===== config.mk =====
export PLATFORM = sky130hd
export DESIGN_NAME = ps2_scancode_set2_key_decoder
export DESIGN_NICKNAME = d
export VERILOG_FILES = /design/src/hdl/ps2kd_pkg.sv /design/src/hdl/ps2_scancode_set2_key_decoder.sv
export SDC_FILE = /design/constraint.sdc
export NUM_CORES = 1
export LEC_CHECK = 0
export ABC_AREA = 1
export ABC_CLOCK_PERIOD_IN_PS = 6000
export BUFFER_PORTS_ARGS = -buffer_cell sky130_fd_sc_hd__buf_2
export CAP_MARGIN = 20
export CELL_PAD_IN_SITES_DETAIL_PLACEMENT = 1
export CELL_PAD_IN_SITES_GLOBAL_PLACEMENT = 1
export CORE_UTILIZATION = 47
export CTS_BUF_LIST = sky130_fd_sc_hd__clkbuf_4 sky130_fd_sc_hd__clkbuf_8 sky130_fd_sc_hd__clkbuf_16
export CTS_CLUSTER_DIAMETER = 60
export DETAILED_ROUTE_END_ITERATION = 16
export PLACE_DENSITY = 0.92
export SYNTH_ARGS = -nofsm -noshare
export SYNTH_HDL_FRONTEND = slang
export SYNTH_SLANG_ARGS = --single-unit

===== constraint.sdc =====
create_clock -name clk_i -period 6 [get_ports clk_i]
set_input_delay 0.6 -clock clk_i [delete_from_list [all_inputs] [get_ports clk_i]]
set_output_delay 0.6 -clock clk_i [all_outputs]
set_load 0.005 [all_outputs]

===== src/hdl/ps2kd_pkg.sv =====
// ----------------------------------------------------------------------------
// ps2kd_pkg
// scan code constants, key kinds and key lookup tables for set 2
// ----------------------------------------------------------------------------
`default_nettype none

package ps2kd_pkg;

  localparam logic [7:0] SC_EXT    = 8'hE0;
  localparam logic [7:0] SC_BREAK  = 8'hF0;
  localparam logic [7:0] SC_LSHIFT = 8'h12;
  localparam logic [7:0] SC_RSHIFT = 8'h59;
  localparam logic [7:0] SC_CTRL   = 8'h14;
  localparam logic [7:0] SC_ALT    = 8'h11;
  localparam logic [7:0] SC_LWIN   = 8'h1f;
  localparam logic [7:0] SC_RWIN   = 8'h27;
  localparam logic [7:0] SC_CAPS   = 8'h58;
  localparam logic [7:0] SC_NUM    = 8'h77;
  localparam logic [7:0] SC_SCROLL = 8'h7e;

  localparam logic [6:0] CASE_DIFF = 7'h20;
  localparam logic [6:0] CTRL_OFS  = 7'h60;

  // modifier bit positions
  localparam logic [2:0] MOD_LSHIFT = 3'd0;
  localparam logic [2:0] MOD_RSHIFT = 3'd1;
  localparam logic [2:0] MOD_LCTRL  = 3'd2;
  localparam logic [2:0] MOD_RCTRL  = 3'd3;
  localparam logic [2:0] MOD_LALT   = 3'd4;
  localparam logic [2:0] MOD_RALT   = 3'd5;
  localparam logic [2:0] MOD_LWIN   = 3'd6;
  localparam logic [2:0] MOD_RWIN   = 3'd7;

  // lock bit masks
  localparam logic [2:0] LOCK_SCROLL = 3'b001;
  localparam logic [2:0] LOCK_NUM    = 3'b010;
  localparam logic [2:0] LOCK_CAPS   = 3'b100;

  typedef enum logic [2:0] {
    KIND_NONE,
    KIND_FIX,
    KIND_SHF,
    KIND_LET,
    KIND_NUM
  } key_kind_e;

  typedef struct packed {
    logic       hit;
    logic [1:0] zone;
    logic [2:0] row;
    logic [3:0] col;
    key_kind_e  kind;
    logic [6:0] base;
    logic [6:0] alt;
  } key_ent_t;

  function automatic key_ent_t mk(input logic [1:0] zone, input logic [2:0] row,
                                  input logic [3:0] col, input key_kind_e kind,
                                  input logic [6:0] base, input logic [6:0] alt);
    key_ent_t k;
    k.hit  = 1'b1;
    k.zone = zone;
    k.row  = row;
    k.col  = col;
    k.kind = kind;
    k.base = base;
    k.alt  = alt;
    return k;
  endfunction

  function automatic key_ent_t plain_lookup(input logic [7:0] code);
    key_ent_t k;
    k = '0;
    case (code)
      8'h0e: k = mk(2'd0, 3'd0, 4'd0,  KIND_SHF, 7'h60, 7'h7e);
      8'h16: k = mk(2'd0, 3'd0, 4'd1,  KIND_SHF, 7'h31, 7'h21);
      8'h1e: k = mk(2'd0, 3'd0, 4'd2,  KIND_SHF, 7'h32, 7'h40);
      8'h26: k = mk(2'd0, 3'd0, 4'd3,  KIND_SHF, 7'h33, 7'h23);
      8'h25: k = mk(2'd0, 3'd0, 4'd4,  KIND_SHF, 7'h34, 7'h24);
      8'h2e: k = mk(2'd0, 3'd0, 4'd5,  KIND_SHF, 7'h35, 7'h25);
      8'h36: k = mk(2'd0, 3'd0, 4'd6,  KIND_SHF, 7'h36, 7'h5e);
      8'h3d: k = mk(2'd0, 3'd0, 4'd7,  KIND_SHF, 7'h37, 7'h26);
      8'h3e: k = mk(2'd0, 3'd0, 4'd8,  KIND_SHF, 7'h38, 7'h2a);
      8'h46: k = mk(2'd0, 3'd0, 4'd9,  KIND_SHF, 7'h39, 7'h28);
      8'h45: k = mk(2'd0, 3'd0, 4'd10, KIND_SHF, 7'h30, 7'h29);
      8'h4e: k = mk(2'd0, 3'd0, 4'd11, KIND_SHF, 7'h2d, 7'h5f);
      8'h55: k = mk(2'd0, 3'd0, 4'd12, KIND_SHF, 7'h3d, 7'h2b);
      8'h66: k = mk(2'd0, 3'd0, 4'd13, KIND_FIX, 7'h08, 7'h00);
      8'h0d: k = mk(2'd0, 3'd1, 4'd0,  KIND_FIX, 7'h09, 7'h00);
      8'h15: k = mk(2'd0, 3'd1, 4'd1,  KIND_LET, 7'h71, 7'h00);
      8'h1d: k = mk(2'd0, 3'd1, 4'd2,  KIND_LET, 7'h77, 7'h00);
      8'h24: k = mk(2'd0, 3'd1, 4'd3,  KIND_LET, 7'h65, 7'h00);
      8'h2d: k = mk(2'd0, 3'd1, 4'd4,  KIND_LET, 7'h72, 7'h00);
      8'h2c: k = mk(2'd0, 3'd1, 4'd5,  KIND_LET, 7'h74, 7'h00);
      8'h35: k = mk(2'd0, 3'd1, 4'd6,  KIND_LET, 7'h79, 7'h00);
      8'h3c: k = mk(2'd0, 3'd1, 4'd7,  KIND_LET, 7'h75, 7'h00);
      8'h43: k = mk(2'd0, 3'd1, 4'd8,  KIND_LET, 7'h69, 7'h00);
      8'h44: k = mk(2'd0, 3'd1, 4'd9,  KIND_LET, 7'h6f, 7'h00);
      8'h4d: k = mk(2'd0, 3'd1, 4'd10, KIND_LET, 7'h70, 7'h00);
      8'h54: k = mk(2'd0, 3'd1, 4'd11, KIND_SHF, 7'h5b, 7'h7b);
      8'h5b: k = mk(2'd0, 3'd1, 4'd12, KIND_SHF, 7'h5d, 7'h7d);
      8'h5d: k = mk(2'd0, 3'd1, 4'd13, KIND_SHF, 7'h5c, 7'h7c);
      8'h58: k = mk(2'd1, 3'd2, 4'd0,  KIND_NONE, 7'h00, 7'h00);
      8'h1c: k = mk(2'd0, 3'd2, 4'd1,  KIND_LET, 7'h61, 7'h00);
      8'h1b: k = mk(2'd0, 3'd2, 4'd2,  KIND_LET, 7'h73, 7'h00);
      8'h23: k = mk(2'd0, 3'd2, 4'd3,  KIND_LET, 7'h64, 7'h00);
      8'h2b: k = mk(2'd0, 3'd2, 4'd4,  KIND_LET, 7'h66, 7'h00);
      8'h34: k = mk(2'd0, 3'd2, 4'd5,  KIND_LET, 7'h67, 7'h00);
      8'h33: k = mk(2'd0, 3'd2, 4'd6,  KIND_LET, 7'h68, 7'h00);
      8'h3b: k = mk(2'd0, 3'd2, 4'd7,  KIND_LET, 7'h6a, 7'h00);
      8'h42: k = mk(2'd0, 3'd2, 4'd8,  KIND_LET, 7'h6b, 7'h00);
      8'h4b: k = mk(2'd0, 3'd2, 4'd9,  KIND_LET, 7'h6c, 7'h00);
      8'h4c: k = mk(2'd0, 3'd2, 4'd10, KIND_SHF, 7'h3b, 7'h3a);
      8'h52: k = mk(2'd0, 3'd2, 4'd11, KIND_SHF, 7'h27, 7'h22);
      8'h5a: k = mk(2'd0, 3'd2, 4'd12, KIND_FIX, 7'h0d, 7'h00);
      8'h12: k = mk(2'd1, 3'd3, 4'd0,  KIND_NONE, 7'h00, 7'h00);
      8'h1a: k = mk(2'd0, 3'd3, 4'd1,  KIND_LET, 7'h7a, 7'h00);
      8'h22: k = mk(2'd0, 3'd3, 4'd2,  KIND_LET, 7'h78, 7'h00);
      8'h21: k = mk(2'd0, 3'd3, 4'd3,  KIND_LET, 7'h63, 7'h00);
      8'h2a: k = mk(2'd0, 3'd3, 4'd4,  KIND_LET, 7'h76, 7'h00);
      8'h32: k = mk(2'd0, 3'd3, 4'd5,  KIND_LET, 7'h62, 7'h00);
      8'h31: k = mk(2'd0, 3'd3, 4'd6,  KIND_LET, 7'h6e, 7'h00);
      8'h3a: k = mk(2'd0, 3'd3, 4'd7,  KIND_LET, 7'h6d, 7'h00);
      8'h41: k = mk(2'd0, 3'd3, 4'd8,  KIND_SHF, 7'h2c, 7'h3c);
      8'h49: k = mk(2'd0, 3'd3, 4'd9,  KIND_SHF, 7'h2e, 7'h3e);
      8'h4a: k = mk(2'd0, 3'd3, 4'd10, KIND_SHF, 7'h2f, 7'h3f);
      8'h59: k = mk(2'd1, 3'd3, 4'd11, KIND_NONE, 7'h00, 7'h00);
      8'h14: k = mk(2'd1, 3'd4, 4'd0,  KIND_NONE, 7'h00, 7'h00);
      8'h11: k = mk(2'd1, 3'd4, 4'd2,  KIND_NONE, 7'h00, 7'h00);
      8'h29: k = mk(2'd0, 3'd4, 4'd3,  KIND_FIX, 7'h20, 7'h00);
      8'h77: k = mk(2'd2, 3'd0, 4'd0,  KIND_NONE, 7'h00, 7'h00);
      8'h70: k = mk(2'd2, 3'd3, 4'd0,  KIND_NUM, 7'h30, 7'h00);
      8'h69: k = mk(2'd2, 3'd2, 4'd0,  KIND_NUM, 7'h31, 7'h00);
      8'h72: k = mk(2'd2, 3'd2, 4'd1,  KIND_NUM, 7'h32, 7'h00);
      8'h7a: k = mk(2'd2, 3'd2, 4'd2,  KIND_NUM, 7'h33, 7'h00);
      8'h6b: k = mk(2'd2, 3'd1, 4'd0,  KIND_NUM, 7'h34, 7'h00);
      8'h73: k = mk(2'd2, 3'd1, 4'd1,  KIND_NUM, 7'h35, 7'h00);
      8'h74: k = mk(2'd2, 3'd1, 4'd2,  KIND_NUM, 7'h36, 7'h00);
      8'h6c: k = mk(2'd2, 3'd0, 4'd0,  KIND_NUM, 7'h37, 7'h00);
      8'h75: k = mk(2'd2, 3'd0, 4'd1,  KIND_NUM, 7'h38, 7'h00);
      8'h7d: k = mk(2'd2, 3'd0, 4'd2,  KIND_NUM, 7'h39, 7'h00);
      8'h71: k = mk(2'd2, 3'd3, 4'd1,  KIND_NUM, 7'h2e, 7'h00);
      8'h79: k = mk(2'd2, 3'd3, 4'd2,  KIND_FIX, 7'h2b, 7'h00);
      8'h7b: k = mk(2'd2, 3'd0, 4'd3,  KIND_FIX, 7'h2d, 7'h00);
      8'h7c: k = mk(2'd2, 3'd1, 4'd3,  KIND_FIX, 7'h2a, 7'h00);
      8'h7e: k = mk(2'd1, 3'd0, 4'd2,  KIND_NONE, 7'h00, 7'h00);
      8'h76: k = mk(2'd3, 3'd0, 4'd4,  KIND_FIX, 7'h1b, 7'h00);
      default: k = '0;
    endcase
    return k;
  endfunction

  function automatic key_ent_t ext_lookup(input logic [7:0] code);
    key_ent_t k;
    k = '0;
    case (code)
      8'h11: k = mk(2'd1, 3'd4, 4'd4, KIND_NONE, 7'h00, 7'h00);
      8'h14: k = mk(2'd1, 3'd4, 4'd7, KIND_NONE, 7'h00, 7'h00);
      8'h1f: k = mk(2'd1, 3'd4, 4'd1, KIND_NONE, 7'h00, 7'h00);
      8'h27: k = mk(2'd1, 3'd4, 4'd5, KIND_NONE, 7'h00, 7'h00);
      8'h2f: k = mk(2'd1, 3'd4, 4'd6, KIND_NONE, 7'h00, 7'h00);
      8'h4a: k = mk(2'd2, 3'd0, 4'd4, KIND_FIX,  7'h2f, 7'h00);
      8'h5a: k = mk(2'd2, 3'd3, 4'd4, KIND_FIX,  7'h0d, 7'h00);
      8'h69: k = mk(2'd3, 3'd1, 4'd1, KIND_NONE, 7'h00, 7'h00);
      8'h6b: k = mk(2'd3, 3'd2, 4'd0, KIND_NONE, 7'h00, 7'h00);
      8'h6c: k = mk(2'd3, 3'd0, 4'd1, KIND_NONE, 7'h00, 7'h00);
      8'h70: k = mk(2'd3, 3'd0, 4'd0, KIND_NONE, 7'h00, 7'h00);
      8'h71: k = mk(2'd3, 3'd1, 4'd0, KIND_FIX,  7'h7f, 7'h00);
      8'h72: k = mk(2'd3, 3'd2, 4'd1, KIND_NONE, 7'h00, 7'h00);
      8'h74: k = mk(2'd3, 3'd2, 4'd2, KIND_NONE, 7'h00, 7'h00);
      8'h75: k = mk(2'd3, 3'd1, 4'd1, KIND_NONE, 7'h00, 7'h00);
      8'h7a: k = mk(2'd3, 3'd1, 4'd2, KIND_NONE, 7'h00, 7'h00);
      8'h7d: k = mk(2'd3, 3'd0, 4'd2, KIND_NONE, 7'h00, 7'h00);
      default: k = '0;
    endcase
    return k;
  endfunction

endpackage

`default_nettype wire


===== src/hdl/ps2_scancode_set2_key_decoder.sv =====
// ----------------------------------------------------------------------------
// ps2_scancode_set2_key_decoder
// decodes scan code set 2 bytes into key position, ascii, modifier and lock state
// ----------------------------------------------------------------------------
// usage
//   input channel: one received keyboard byte per item on scan_code_i,
//   taken when in_valid_i is high and in_stall_o is low
//   output channel: one result item per non-prefix byte, held on the
//   output ports while out_valid_o is high and out_stall_i is high
//   prefix bytes e0 and f0 are absorbed and give no result item
//   an accepted byte waits in the input register, is decoded from there and
//   is written to the result register unless the receiver stalls
//   throughput: one item per cycle while the receiver does not stall, set by
//   the single decode stage between the input register and the result register
//   a stalled receiver holds the result register; the input register then
//   fills and in_stall_o rises until the result is taken
//   reset clears the prefixes, all modifiers and all locks, and empties both
//   registers
// ----------------------------------------------------------------------------
`default_nettype none

module ps2_scancode_set2_key_decoder
  import ps2kd_pkg::*;
(
  input  wire logic       clk_i,
  input  wire logic       rst_ni,
  input  wire logic       in_valid_i,
  output logic            in_stall_o,
  input  wire logic [7:0] scan_code_i,
  output logic            out_valid_o,
  input  wire logic       out_stall_i,
  output logic [7:0]      code_byte_o,
  output logic            extended_o,
  output logic            released_o,
  output logic            mapped_o,
  output logic [1:0]      key_zone_o,
  output logic [2:0]      key_row_o,
  output logic [3:0]      key_col_o,
  output logic            char_avail_o,
  output logic [6:0]      ascii_code_o,
  output logic [3:0]      held_modifiers_o,
  output logic [2:0]      lock_leds_o,
  output logic            led_update_o
);

  logic       s1_valid_q, s1_valid_d;
  logic [7:0] s1_code_q;
  logic       out_valid_q, out_valid_d;

  logic [1:0] pend_q, pend_d;
  logic [7:0] mod_q, mod_d;
  logic [2:0] lock_q, lock_d;

  logic       in_accept, s1_fire, s1_prefix, res_load;
  logic       ext, rel, shift, ctrl;
  logic       mod_hit, lock_hit;
  logic [2:0] mod_idx, lock_mask;
  logic [7:0] mod_nx;
  logic [2:0] lock_nx;
  key_ent_t   key;
  logic       has_nx;
  logic [6:0] ascii_nx;
  logic [3:0] held_nx;

  // handshake
  always_comb begin
    s1_prefix   = (s1_code_q == SC_EXT) || (s1_code_q == SC_BREAK);
    s1_fire     = s1_valid_q && (s1_prefix || !out_valid_q || !out_stall_i);
    in_stall_o  = s1_valid_q && !s1_fire;
    in_accept   = in_valid_i && !in_stall_o;
    res_load    = s1_fire && !s1_prefix;
    s1_valid_d  = in_accept ? 1'b1 : (s1_fire ? 1'b0 : s1_valid_q);
    out_valid_d = res_load ? 1'b1 : ((out_valid_q && !out_stall_i) ? 1'b0 : out_valid_q);
  end

  // decode
  always_comb begin
    ext     = pend_q[0];
    rel     = pend_q[1];
    mod_hit = 1'b0;
    mod_idx = MOD_LSHIFT;
    if (ext) begin
      case (s1_code_q)
        SC_CTRL: begin mod_hit = 1'b1; mod_idx = MOD_RCTRL; end
        SC_ALT:  begin mod_hit = 1'b1; mod_idx = MOD_RALT;  end
        SC_LWIN: begin mod_hit = 1'b1; mod_idx = MOD_LWIN;  end
        SC_RWIN: begin mod_hit = 1'b1; mod_idx = MOD_RWIN;  end
        default: mod_hit = 1'b0;
      endcase
    end else begin
      case (s1_code_q)
        SC_LSHIFT: begin mod_hit = 1'b1; mod_idx = MOD_LSHIFT; end
        SC_RSHIFT: begin mod_hit = 1'b1; mod_idx = MOD_RSHIFT; end
        SC_CTRL:   begin mod_hit = 1'b1; mod_idx = MOD_LCTRL;  end
        SC_ALT:    begin mod_hit = 1'b1; mod_idx = MOD_LALT;   end
        default:   mod_hit = 1'b0;
      endcase
    end

    mod_nx = mod_q;
    if (mod_hit) begin
      mod_nx[mod_idx] = !rel;
    end

    lock_mask = 3'b000;
    case (s1_code_q)
      SC_CAPS:   lock_mask = LOCK_CAPS;
      SC_NUM:    lock_mask = LOCK_NUM;
      SC_SCROLL: lock_mask = LOCK_SCROLL;
      default:   lock_mask = 3'b000;
    endcase
    lock_hit = !ext && !rel && (lock_mask != 3'b000);
    lock_nx  = lock_hit ? (lock_q ^ lock_mask) : lock_q;

    key   = ext ? ext_lookup(s1_code_q) : plain_lookup(s1_code_q);
    shift = |mod_nx[1:0];
    ctrl  = |mod_nx[3:2];

    has_nx   = 1'b0;
    ascii_nx = 7'h00;
    case (key.kind)
      KIND_FIX: begin
        has_nx   = 1'b1;
        ascii_nx = key.base;
      end
      KIND_SHF: begin
        has_nx   = 1'b1;
        ascii_nx = shift ? key.alt : key.base;
      end
      KIND_LET: begin
        has_nx = 1'b1;
        if (ctrl) begin
          ascii_nx = key.base - CTRL_OFS;
        end else if (shift != lock_nx[2]) begin
          ascii_nx = key.base - CASE_DIFF;
        end else begin
          ascii_nx = key.base;
        end
      end
      KIND_NUM: begin
        has_nx   = lock_nx[1];
        ascii_nx = lock_nx[1] ? key.base : 7'h00;
      end
      default: begin
        has_nx   = 1'b0;
        ascii_nx = 7'h00;
      end
    endcase

    held_nx = {|mod_nx[7:6], |mod_nx[5:4], ctrl, shift};

    pend_d = pend_q;
    mod_d  = mod_q;
    lock_d = lock_q;
    if (s1_fire) begin
      if (s1_code_q == SC_EXT) begin
        pend_d = pend_q | 2'b01;
      end else if (s1_code_q == SC_BREAK) begin
        pend_d = pend_q | 2'b10;
      end else begin
        pend_d = 2'b00;
        mod_d  = mod_nx;
        lock_d = lock_nx;
      end
    end
  end

  always_ff @(posedge clk_i or negedge rst_ni) begin
    if (!rst_ni) begin
      s1_valid_q  <= 1'b0;
      out_valid_q <= 1'b0;
      pend_q      <= 2'b00;
      mod_q       <= 8'h00;
      lock_q      <= 3'b000;
    end else begin
      s1_valid_q  <= s1_valid_d;
      out_valid_q <= out_valid_d;
      pend_q      <= pend_d;
      mod_q       <= mod_d;
      lock_q      <= lock_d;
    end
  end

  always_ff @(posedge clk_i) begin
    if (in_accept) begin
      s1_code_q <= scan_code_i;
    end
  end

  always_ff @(posedge clk_i) begin
    if (res_load) begin
      code_byte_o      <= s1_code_q;
      extended_o       <= ext;
      released_o       <= rel;
      mapped_o         <= key.hit;
      key_zone_o       <= key.zone;
      key_row_o        <= key.row;
      key_col_o        <= key.col;
      char_avail_o     <= has_nx;
      ascii_code_o     <= ascii_nx;
      held_modifiers_o <= held_nx;
      lock_leds_o      <= lock_nx;
      led_update_o     <= lock_hit;
    end
  end

  assign out_valid_o = out_valid_q;

endmodule

`default_nettype wire


==> Yosys cells after proc, flatten, opt, wreduce, memory -nomap -nowiden <==
Memory sizes are Yosys's and may differ from the RTL's. A register that Yosys moved wholly into a read port is not among the register bits.
Cells that the tools add are included.
{ "classes": {"add_sub_neg": 2, "multipliers": 0, "n_div": 0, "order_cmp": 2, "n_eq_ne": 30, "n_shift": 0, "n_mux": 28, "bitwise_logic": 3, "n_reduce_logical": 32} }
{ "ops": {"columns": ["cell", "n"], "rows": [
  ["27-bit one-hot mux with 16 select lines", 1],
  ["8-bit by 7-bit == test with 1-bit output, second input constant", 16],
  ["27-bit 2-to-1 mux", 2],
  ["7-bit 2-to-1 mux", 5],
  ["8-bit by 5-bit == test with 1-bit output, second input constant", 4],
  ["7-bit one-hot mux with 4 select lines", 1],
  ["3-bit one-hot mux with 3 select lines", 2],
  ["8-bit by 6-bit == test with 1-bit output, second input constant", 2],
  ["8-bit == test, second input constant", 2],
  ["3-bit one-hot mux with 4 select lines", 1],
  ["2-bit OR reduction", 5],
  ["1-bit 2-to-1 mux", 9],
  ["8-bit bitwise mux", 1],
  ["1-bit logical AND", 8],
  ["8-bit 2-to-1 mux", 1],
  ["4-bit OR reduction", 2],
  ["1-bit logical NOT", 7],
  ["7-bit by 6-bit subtractor with 7-bit output, second input constant", 1],
  ["7-bit subtractor, second input constant", 1],
  ["3-bit by 2-bit == test with 1-bit output, second input constant", 2],
  ["3-bit 2-to-1 mux", 2],
  ["3-bit by 4-bit less-than comparator with 1-bit output, second input constant", 1],
  ["2-bit AND reduction", 2],
  ["2-bit nonzero test", 2],
  ["other kinds (14)", 17]
]} }
{ "totals": {"reg_bits": 59, "latch_bits": 0, "ram_bits": 0, "mem_bits_ro": 3456, "out_inout_bits": 38, "elab_cells": 117, "mem_count": 1} }
{ "mem_list": {"columns": ["memory", "depth", "word_bits", "read_ports", "rd_clocked_by_memory_dff", "wr", "line", "text"], "rows": [
  ["(no name shown)", 128, 27, 1, 1, 0, "ps2kd_pkg.sv:74", "case (code)"]
]} }

==> Longest topological paths before layout <==
Gate-level depths: netlist of the first run.
{ "logic_depth": {"depth_word": 14, "ltp_mapped": 22, "ltp_nobuf": 21} }

==> Worst setup path before layout of the first run <==
No wires, ideal clock.
{ "synth_timing": {"path_kind": "reg2reg", "start": "reg s1_code_q[1]", "end": "reg (tool-made name)", "arrival_ns": 2.623, "t_required_ns": 5.883, "setup_slack_ns": 3.260, "path_stages_with_launch": 19, "period_less_slack_ns": 2.740, "cell_sequence": "edfxtp_1 > nor2_1 > inv_1 > nor2_4 > o21ai_2 > nand3_4 > nand2_8 > buf_6 > nand2_1 > o21ai_1 > ha_1 > ha_1 > or2_2 > nand2_1 > nor2_1 > a21oi_2 > nand2_1 > a21oi_1 > nand2_1"} }
{ "synth_rtl": {"columns": ["element", "line", "text"], "rows": [
  ["start, declared", "ps2_scancode_set2_key_decoder.sv:47", "logic [7:0] s1_code_q;"],
  ["start signal, assigned", "ps2_scancode_set2_key_decoder.sv:186", "s1_code_q <= scan_code_i;"]
]} }

==> impl_metrics.toml, run 1 <==
[status]
status = "finished clean"

[synth]
synthCells = 855
synth_seq_area_share_pct = 37.8
synth_warnings = 0
async_flop_share_pct = 17.4
synth_top_area_share_pct = 22.3
avgSynthCellArea_um2 = 6.92
synth_edf_count = 44
synth-seq-cells = 86
synth.distinct_cells = 46
ys.flop_type = "edfxtp_1"
yosys.area.top_type = "edfxtp_1"
syn_area_mm2 = 0.00592
synthTopCellsByArea = "edfxtp_1 22%, nand2_1 20%, dfxtp_1 9.1%"
synth_nets = 881

[routing]
firstDrtPassIters = 5
vias = 6197
remaining_drc_errors = 0
antenna_left = 0
drt_iter0_drc = 584
route.final.wire_length_mm = 21.4
wl_per_cell_um = 20.2
via_per_inst = 5.83

[clock_tree]
clkLatencyLatePin_ps = 340
clk_pin_slew_worst_paths_ps = 60
cts_buffers = 9
root_buffer = "clkbuf_16"
cts_max_path_buffers = 2
cts_tree = "done"
ctsHoldBuffers = 0
h-tree-depth = 3
ctsResizeCount = 0
cts_setup_buffers = 0
clkSinkCount = 86

[timing]
tns_ps = 0
slew_headroom_pct = 37.0
tightestPinTransition_ps = 946
worst_slack_ps = 2380
fin_crit_sh_pct = 60.4
final-setup-viol-count = 0
period_needed_ps = 3620
max_freq_mhz = 276
rsz0062_at_grt = "no"
drv_slew = 0
whs_ps = 164
timing.clock.skew_ps = 7.64
hold_viol = 0

[critical_path]
cp-end-kind = "flop"
cp_data_required_time_ps = 6210
worstSetupPathType = "reg -> reg"
worstPathMaxFanout = 19
startpoint_type = "flop"
arrival_ps = 3830
ff2ff_path_depth = 14

[placement]
hpwlAfterDp_mm = 15.9
io_buffers = 49
pre_cts_ws_ps = 2490
place_congestion = 1.03

[global_routing]
grt-ovfl-total = 0
grt_use_total_pct = 34.3
grt_max_degree = 43
grt_pass1_vias = 6444
grt_pass1_wl_mm = 34.0
antenna_found_initial = 0

[cells_and_area]
final_util_pct = 53.7
seq_area_mm2 = 0.00224
final_common_cell = "nand2_1"
layout-drive-gt1-share_pct = 14.2
fill_cells = 1632
fin_nets = 916
diodes = 0
final_cell_mix = "322 x nand2_1, 67 x inv_1, 65 x nor2_1"
syn2layout_area_growth_pct = 10.4
multi_input_area_mm2 = 0.00318

[floorplanning]
rows = 40
die_area_mm2 = 0.0130
die_h_um = 114
fp.dieW_um = 114
core_area_mm2 = 0.0122
start_util_pct = 48.7
pin_count = 50

[power]
p_leak_nw = 3.22
power_density_mw_per_mm2 = 328
vdd_drop_max_v = 0.000181

[run]
cap_violations = 0

[worst_hold_path]
hp-class = "in -> async"
[final timing paths]
kind                                 from           end  slack (ps)
setup / recovery             s1_code_q[1]          flop        2380
hold reg to reg                  mod_q[6]      mod_q[6]         490
min in group clk_i         scan_code_i[7]  s1_code_q[7]         440
max in group asynchronous          rst_ni      mod_q[1]        5560
hold / removal                     rst_ni      mod_q[5]         160
setup reg to reg             s1_code_q[1]          flop        2380
[critical path: stages, from the launching register on]
cell and delay [ps]:
edfxtp_1 510, nor2_1 240, inv_1 130, nor2_4 130
o21ai_2 100, nand3_4 130, nand2_8 130, o21ai_2 720
inv_2 390, nand2_4 220, inv_2 160, nand2_1 150
nor2_1 80, o21ai_0 250, o21ai_1 120
[metal layers]
layer | vias to the layer above | global-route usage (%) | part of all wire (%)
li1 | 2861 | - | -
met1 | 2965 | 41.8 | 40
met2 | 283 | 58.3 | 47
met3 | 88 | 4.82 | 6.8
met4 | 0 | 19.2 | 5.3
met5 | - | 0 | 0
[kinds of logic (layout without fill, tap and decap cells)]
kind of cell | Yosys count | in the layout | share of synthesized area [%]
DFF | 86 | 86 | 37.8
and+or+nand+nor | 513 | 513 | 38.1
AOI/OAI and AO/OA | 127 | 127 | 12.1
adders and majority gates | 14 | 14 | 2.96
buffers and inverters | 112 | 152 | 8.60
xor gates and xnor gates | 3 | 3 | 0.444
[Yosys cell counts, types with 6 or more instances]
cell type and number:
clkbuf_1 7, nor2_2 9, dfxtp_1 27, o21ai_2 6, nor2_1 65, o21ai_1 17
buf_2 8, a21oi_1 41, nand2_1 322, nor3_1 13, dfrtp_1 15, nand2_2 9
inv_2 17, ha_1 14, o211ai_1 6, o21ai_0 43, buf_6 6, nand4_1 10
nand3_1 62, inv_1 67, edfxtp_1 44, buf_4 6
[power by group]
group	total, W	internal (W)	leakage, nW	switching [W]
combinational	0.000727	0.000201	2.20	0.000526
sequential	0.000800	0.000744	0.856	0.0000560
clock	0.000615	0.000382	0.161	0.000233
total	0.00214	0.00133	3.22	0.000815
[cell type report]
| cell class | count | share of cell area (%) |
|---|---|---|
| Timing Repair Buffer | 52 | 4.10 |
| Inverter | 84 | 4.82 |
| Sequential cell | 86 | 34.2 |
| Clock inverter | 5 | 1.24 |
| Multi-Input combinational cell | 657 | 48.6 |
| Tap cell | 168 | 3.22 |
| Clock buffer | 11 | 3.77 |
[per-stage QoR]
step	instances	power (W)	area (um^2)
final	1063	0.00214	6540
after global routing	1063	0.00224	6540
after CTS	1063	0.00213	6540
after detailed placement	1047	0.00150	6210
after global placement	1047	0.00147	6210
after floorplan	855	0.00128	5920
Power figures use the tool's default switching activity.
==> inputs of run 2 (changes only) <==
Settings changed: ABC_AREA 1 to 0, ABC_CLOCK_PERIOD_IN_PS 6000 to 3300, CORE_UTILIZATION 47 to 42, PLACE_DENSITY 0.92 to 0.83.
Clock period 6 ns to 3.3 ns, I/O delays scaled along.
==> run 2 against run 1 <==
Compared with the run above: the run now ends with setup timing left; hold slack got worse by 15 ps; power rose by 94%; area after synthesis rose by 16%; count of clock-buffer cells in the layout fell by 2; combinational power rose by 140%; global-route usage rose by 7.4 points; critical path depth fell by 1; final cell count rose by 8.9%; worst setup slack got worse by 2500 ps; sequential share of layout area fell by 9.1 points.
==> impl_metrics.toml, run 2 <==
[global_routing]
grt_max_degree = 31
grt-ovfl-total = 0
grt_use_met1_pct = 53.4
top_usage_layer = "met2"
grt_pass1_vias = 7975
grt_use_met2_pct = 70.2
grt_pass1_wl_mm = 51.2
grt_use_met3_pct = 4.76
grt_use_total_pct = 41.7
antenna_found_initial = 0

[synth]
avgSynthCellArea_um2 = 8.53
synth_top_area_share_pct = 19.2
synth.top_cells.by_count = "82 x nand2_1, 56 x o21ai_0, 52 x a21oi_1"
yosys.area.top_type = "edfxtp_1"
synthTopCellsByArea = "edfxtp_1 19%, dfxtp_1 7.8%, dfrtp_1 5.5%"
synth_most_common_cell = "nand2_1"
synth.distinct_cells = 110
async_flop_share_pct = 17.4
synth_warnings = 0
synth_seq_area_share_pct = 32.5
ys.flop_type = "edfxtp_1"
synthCells = 807
synth-seq-cells = 86
syn_area_mm2 = 0.00689
synth_nets = 833
synth_edf_count = 44

[power]
power_density_mw_per_mm2 = 468
vdd_drop_max_v = 0.000281
p_leak_nw = 3.38

[timing]
rsz0062_at_grt = "yes"
max_freq_mhz = 295
period_needed_ps = 3390
hold_viol = 0
tns_ps = -475
tightestPinTransition_ps = 1020
drv_slew = 0
final-setup-viol-count = 11
timing.clock.skew_ps = 7.54
slew_headroom_pct = 31.7
fin_crit_sh_pct = 103
worst_slack_ps = -87.4

[critical_path]
r2r_start = "s1_code_q[3]"
worstPathMaxFanout = 6
r2r_slack_ps = -90
ff2ff_path_depth = 13
cp-end-kind = "flop"
cp_data_required_time_ps = 3510
arrival_ps = 3600
startpoint_type = "flop"
startpoint = "s1_code_q[3]"
worstSetupPathType = "reg -> reg"

[floorplanning]
rows = 46
pin_count = 50
core_area_mm2 = 0.0159
die_area_mm2 = 0.0169
fp.dieW_um = 130
start_util_pct = 43.2
die_h_um = 130

[routing]
antenna_left = 0
via_per_inst = 6.94
remaining_drc_errors = 0
route.final.wire_length_mm = 34.6
vias = 8031
firstDrtPassIters = 7
wl_per_cell_um = 29.9
drt_iter0_drc = 905

[placement]
place_congestion = 1.02
hpwlAfterDp_mm = 26.1
io_buffers = 49
pre_cts_ws_ps = -245

[cells_and_area]
diodes = 0
final_common_cell = "buf_4"
fin_nets = 963
syn2layout_area_growth_pct = 29.1
final_cell_mix = "122 x buf_4, 79 x nand2_1, 52 x o21ai_0"
layout-drive-gt1-share_pct = 33.3

[clock_tree]
cts_max_path_buffers = 2
cts_tree = "done"
clk_pin_slew_worst_paths_ps = 70
clkLatencyLatePin_ps = 360
clkSinkCount = 86
root_buffer = "clkbuf_16"
cts_buffers = 9
h-tree-depth = 3

[status]
violations = "setup timing"
status = "complete, but fails checks"

[run]
cap_violations = 0

[worst_hold_path]
hp-class = "in -> reg"
## run 2: worst min-delay path by stage
stage                               from           end  slack (ps)  cells past startpoint
after floorplan                   rst_ni     lock_q[0]          30                      0
after global placement            rst_ni      mod_q[1]         260                      1
after detailed placement          rst_ni     lock_q[0]         270                      1
after CTS                 scan_code_i[7]  s1_code_q[7]         150                      1
after global routing      scan_code_i[7]  s1_code_q[7]         150                      1
final                     scan_code_i[7]  s1_code_q[7]         150                      1
## run 2: layout make-up
cell class	instances	area [um^2]
clock buffers	9	225
clock inverters	7	80.1
fillers	1869	7050
inverters	31	154
multi-input cells	628	4620
flip-flops and latches	86	2240
well taps	216	270
repair buffers	181	1310
## run 2: timing repair
item	in CTS	in global routing
hold endpoints to repair	15	0
setup endpoints to repair	13	22
resized for setup	15	40
hold buffers	1	0
pin swaps	10	11
buffers inserted	6	5
## run 2: metrics by stage
stage               total power [W]  std cells  area, um^2  hold slack [ps]  utilization (%)
CTS                         0.00402       1154        8660              145             54.3
global route                0.00427       1158        8890              154             55.8
finish                      0.00416       1158        8890              149             55.8
detailed placement          0.00291       1131        8230              272             51.6
floorplan                   0.00221        807        7110             34.4                -
global placement            0.00287       1131        8230              261             51.6
## run 2: cell families after synthesis
group	count (synthesis)	synth area share (%)
flip-flops	86	32.5
AO/OA/AOI/OAI	312	33.5
multiplexers	16	2.56
adder cells (fa/ha/maj)	14	2.54
AND/OR/NAND/NOR	275	21.0
XOR/XNOR	11	1.40
buffers and inverters	93	6.50
## run 2: power breakdown
part | internal [W] | total (W) | leakage, nW | switching, W
sequential | 0.00127 | 0.00134 | 0.849 | 0.0000721
clock | 0.000599 | 0.00109 | 0.148 | 0.000492
combinational | 0.000641 | 0.00173 | 2.38 | 0.00109
total | 0.00251 | 0.00416 | 3.38 | 0.00165
## run 2: layer usage
layer,vias to the layer above,part of all wire (%)
met3,120,8.5
met1,4011,39
met2,514,47
li1,3386,-
met4,0,5.0
met5,-,0
## run 2: critical path, cell delays in order, from the launching register on
cell      delay [ps]
edfxtp_1         400
or4_4            570
o31ai_4          190
buf_6            160
nand2_8           60
clkinv_8          70
mux2i_4          320
ha_2             290
inv_1            110
ha_4             220
a21oi_4          210
nand2_1          120
a41oi_1          320
nand4_1          170
==> inputs of run 3 (changes only) <==
Settings changed: ABC_CLOCK_PERIOD_IN_PS 3300 to 2700.
Clock period 3.3 ns to 2.7 ns, I/O delays scaled along.
==> run 3 against run 2 <==
Compared with the run above: the flow still finishes with violations (setup timing); critical path type unchanged; largest power group unchanged; cell area up 22%; global-route usage up 12 points; clock skew up 14 ps; non-clock buffer count up 160.
==> impl_metrics.toml, run 3 (synthesis results as in run 2) <==
[status]
status = "complete, but fails checks"
violations = "setup timing"

[critical_path]
startpoint_type = "flop"
cp_data_required_time_ps = 2950
cp-end-kind = "flop"
worstPathMaxFanout = 5
worstSetupPathType = "reg -> reg"
r2r_slack_ps = -1070
arrival_ps = 4010

[timing]
tightestPinTransition_ps = 1430
max_freq_mhz = 265
period_needed_ps = 3770
slew_headroom_pct = 4.40
timing.clock.skew_ps = 21.8
final-setup-viol-count = 45
rsz0062_at_grt = "yes"
drv_slew = 0
tns_ps = -29160
worst_slack_ps = -1070
fin_crit_sh_pct = 140
hold_viol = 0

[cells_and_area]
layout-drive-gt1-share_pct = 49.2
layoutNonFillerInstCount = 1321
fin_nets = 1123
final_common_cell = "buf_4"
fin_area_mm2 = 0.0108
final_cell_mix = "251 x buf_4, 72 x nand2_1, 49 x buf_2"
fill_cells = 1740
syn2layout_area_growth_pct = 57.0

[power]
vdd_drop_max_v = 0.000447
finalPower_w = 0.00598
power_density_mw_per_mm2 = 553
p_leak_nw = 4.31

[worst_hold_path]
hp-class = "in -> reg"

[placement]
dpl_cell_area_mm2 = 0.00938
io_buffers = 49
place_congestion = 1.05
placedCellCount = 1259
hpwlAfterDp_mm = 28.7

[global_routing]
grt_use_total_pct = 53.4
grt-ovfl-total = 0
antenna_found_initial = 8
grt_pass1_wl_mm = 64.5
grt_max_degree = 25
grt_pass1_vias = 9734

[routing]
wl_met1_mm = 16.5
route.final.wire_length_mm = 50.6
top_layer = "met5"
dr_wl_met3_mm = 7.64
remaining_drc_errors = 0
firstDrtPassIters = 6
wl_met2_mm = 20.5
drt_iter0_drc = 1992
antenna_left = 0
wl_per_cell_um = 38.3
via_per_inst = 7.76
vias = 10300

[clock_tree]
clkSinkCount = 86
root_buffer = "clkbuf_16"
clkLatencyLatePin_ps = 380
cts_buffers = 9
h-tree-depth = 3
cts_tree = "done"
cts_max_path_buffers = 2
clk_pin_slew_worst_paths_ps = 70

[floorplanning]
die_h_um = 130
die_area_mm2 = 0.0169
rows = 46
fp.dieW_um = 130
core_area_mm2 = 0.0159
start_util_pct = 43.2
pin_count = 50

[run]
cap_violations = 0
-- run 3: worst paths after layout --
kind                           startpoint               to  cells after the start
setup reg to reg             s1_code_q[3]             flop                     16
hold reg to reg                      flop  ascii_code_o[2]                      2
setup / recovery             s1_code_q[3]             flop                     16
min in group asynchronous          rst_ni         mod_q[7]                      2
hold / removal             scan_code_i[7]     s1_code_q[7]                      1
max in group asynchronous          rst_ni        lock_q[1]                      2
-- run 3: where the power goes --
part,switching [W],internal [W]
clock,0.000715,0.000641
combinational,0.00179,0.00116
sequential,0.000124,0.00155
-- run 3: cell type report --
class                   count  area (um^2)  area share [%]
multi-input cells         628         5150            47.6
repair buffers            341         2700            25.0
flip-flops and latches     86         2240            20.7
well taps                 216          270            2.50
clock buffers               9          225            2.08
inverters                  31          164            1.52
clock inverters             7         57.6           0.532
diodes                      3         7.51          0.0694
-- run 3: metrics by stage --
stage                     worst slack [ps]  hold slack, ps  util [%]
after global routing                 -1120            99.4      67.8
after detailed placement              -708             224      58.8
after global placement                -592             194      58.8
after floorplan                       -906           -25.6         -
after CTS                             -586            90.6      64.3
final                                -1070            95.3      67.8
-- run 3: worst max-delay path: stages (launching register included) --
cell	delay, ps
edfxtp_1	420
or4_4	590
o31ai_4	210
buf_6	170
buf_4	110
a21oi_2	70
a21oi_4	310
inv_2	90
buf_6	160
ha_4	190
buf_4	150
buf_12	120
buf_4	140
a21oi_4	250
nand2_2	250
a31oi_4	290
o22ai_2	120
-- run 3: metal layers --
layer  vias to the layer above  GRT usage, %
met5                         -          2.94
met4                        12          41.1
met3                       542          20.8
met2                      1243          82.2
met1                      4736          59.1
li1                       3723             -
-- run 3: repair_timing --
| action | in CTS | in global routing |
|---|---|---|
| pin swaps | 26 | 43 |
| setup endpoints to repair | 40 | 43 |
| cloned | 0 | 0 |
| resized for setup | 87 | 85 |
| endpoints found under the hold margin | 15 | 0 |
| setup buffers | 21 | 26 |
| hold buffers | 1 | 0 |
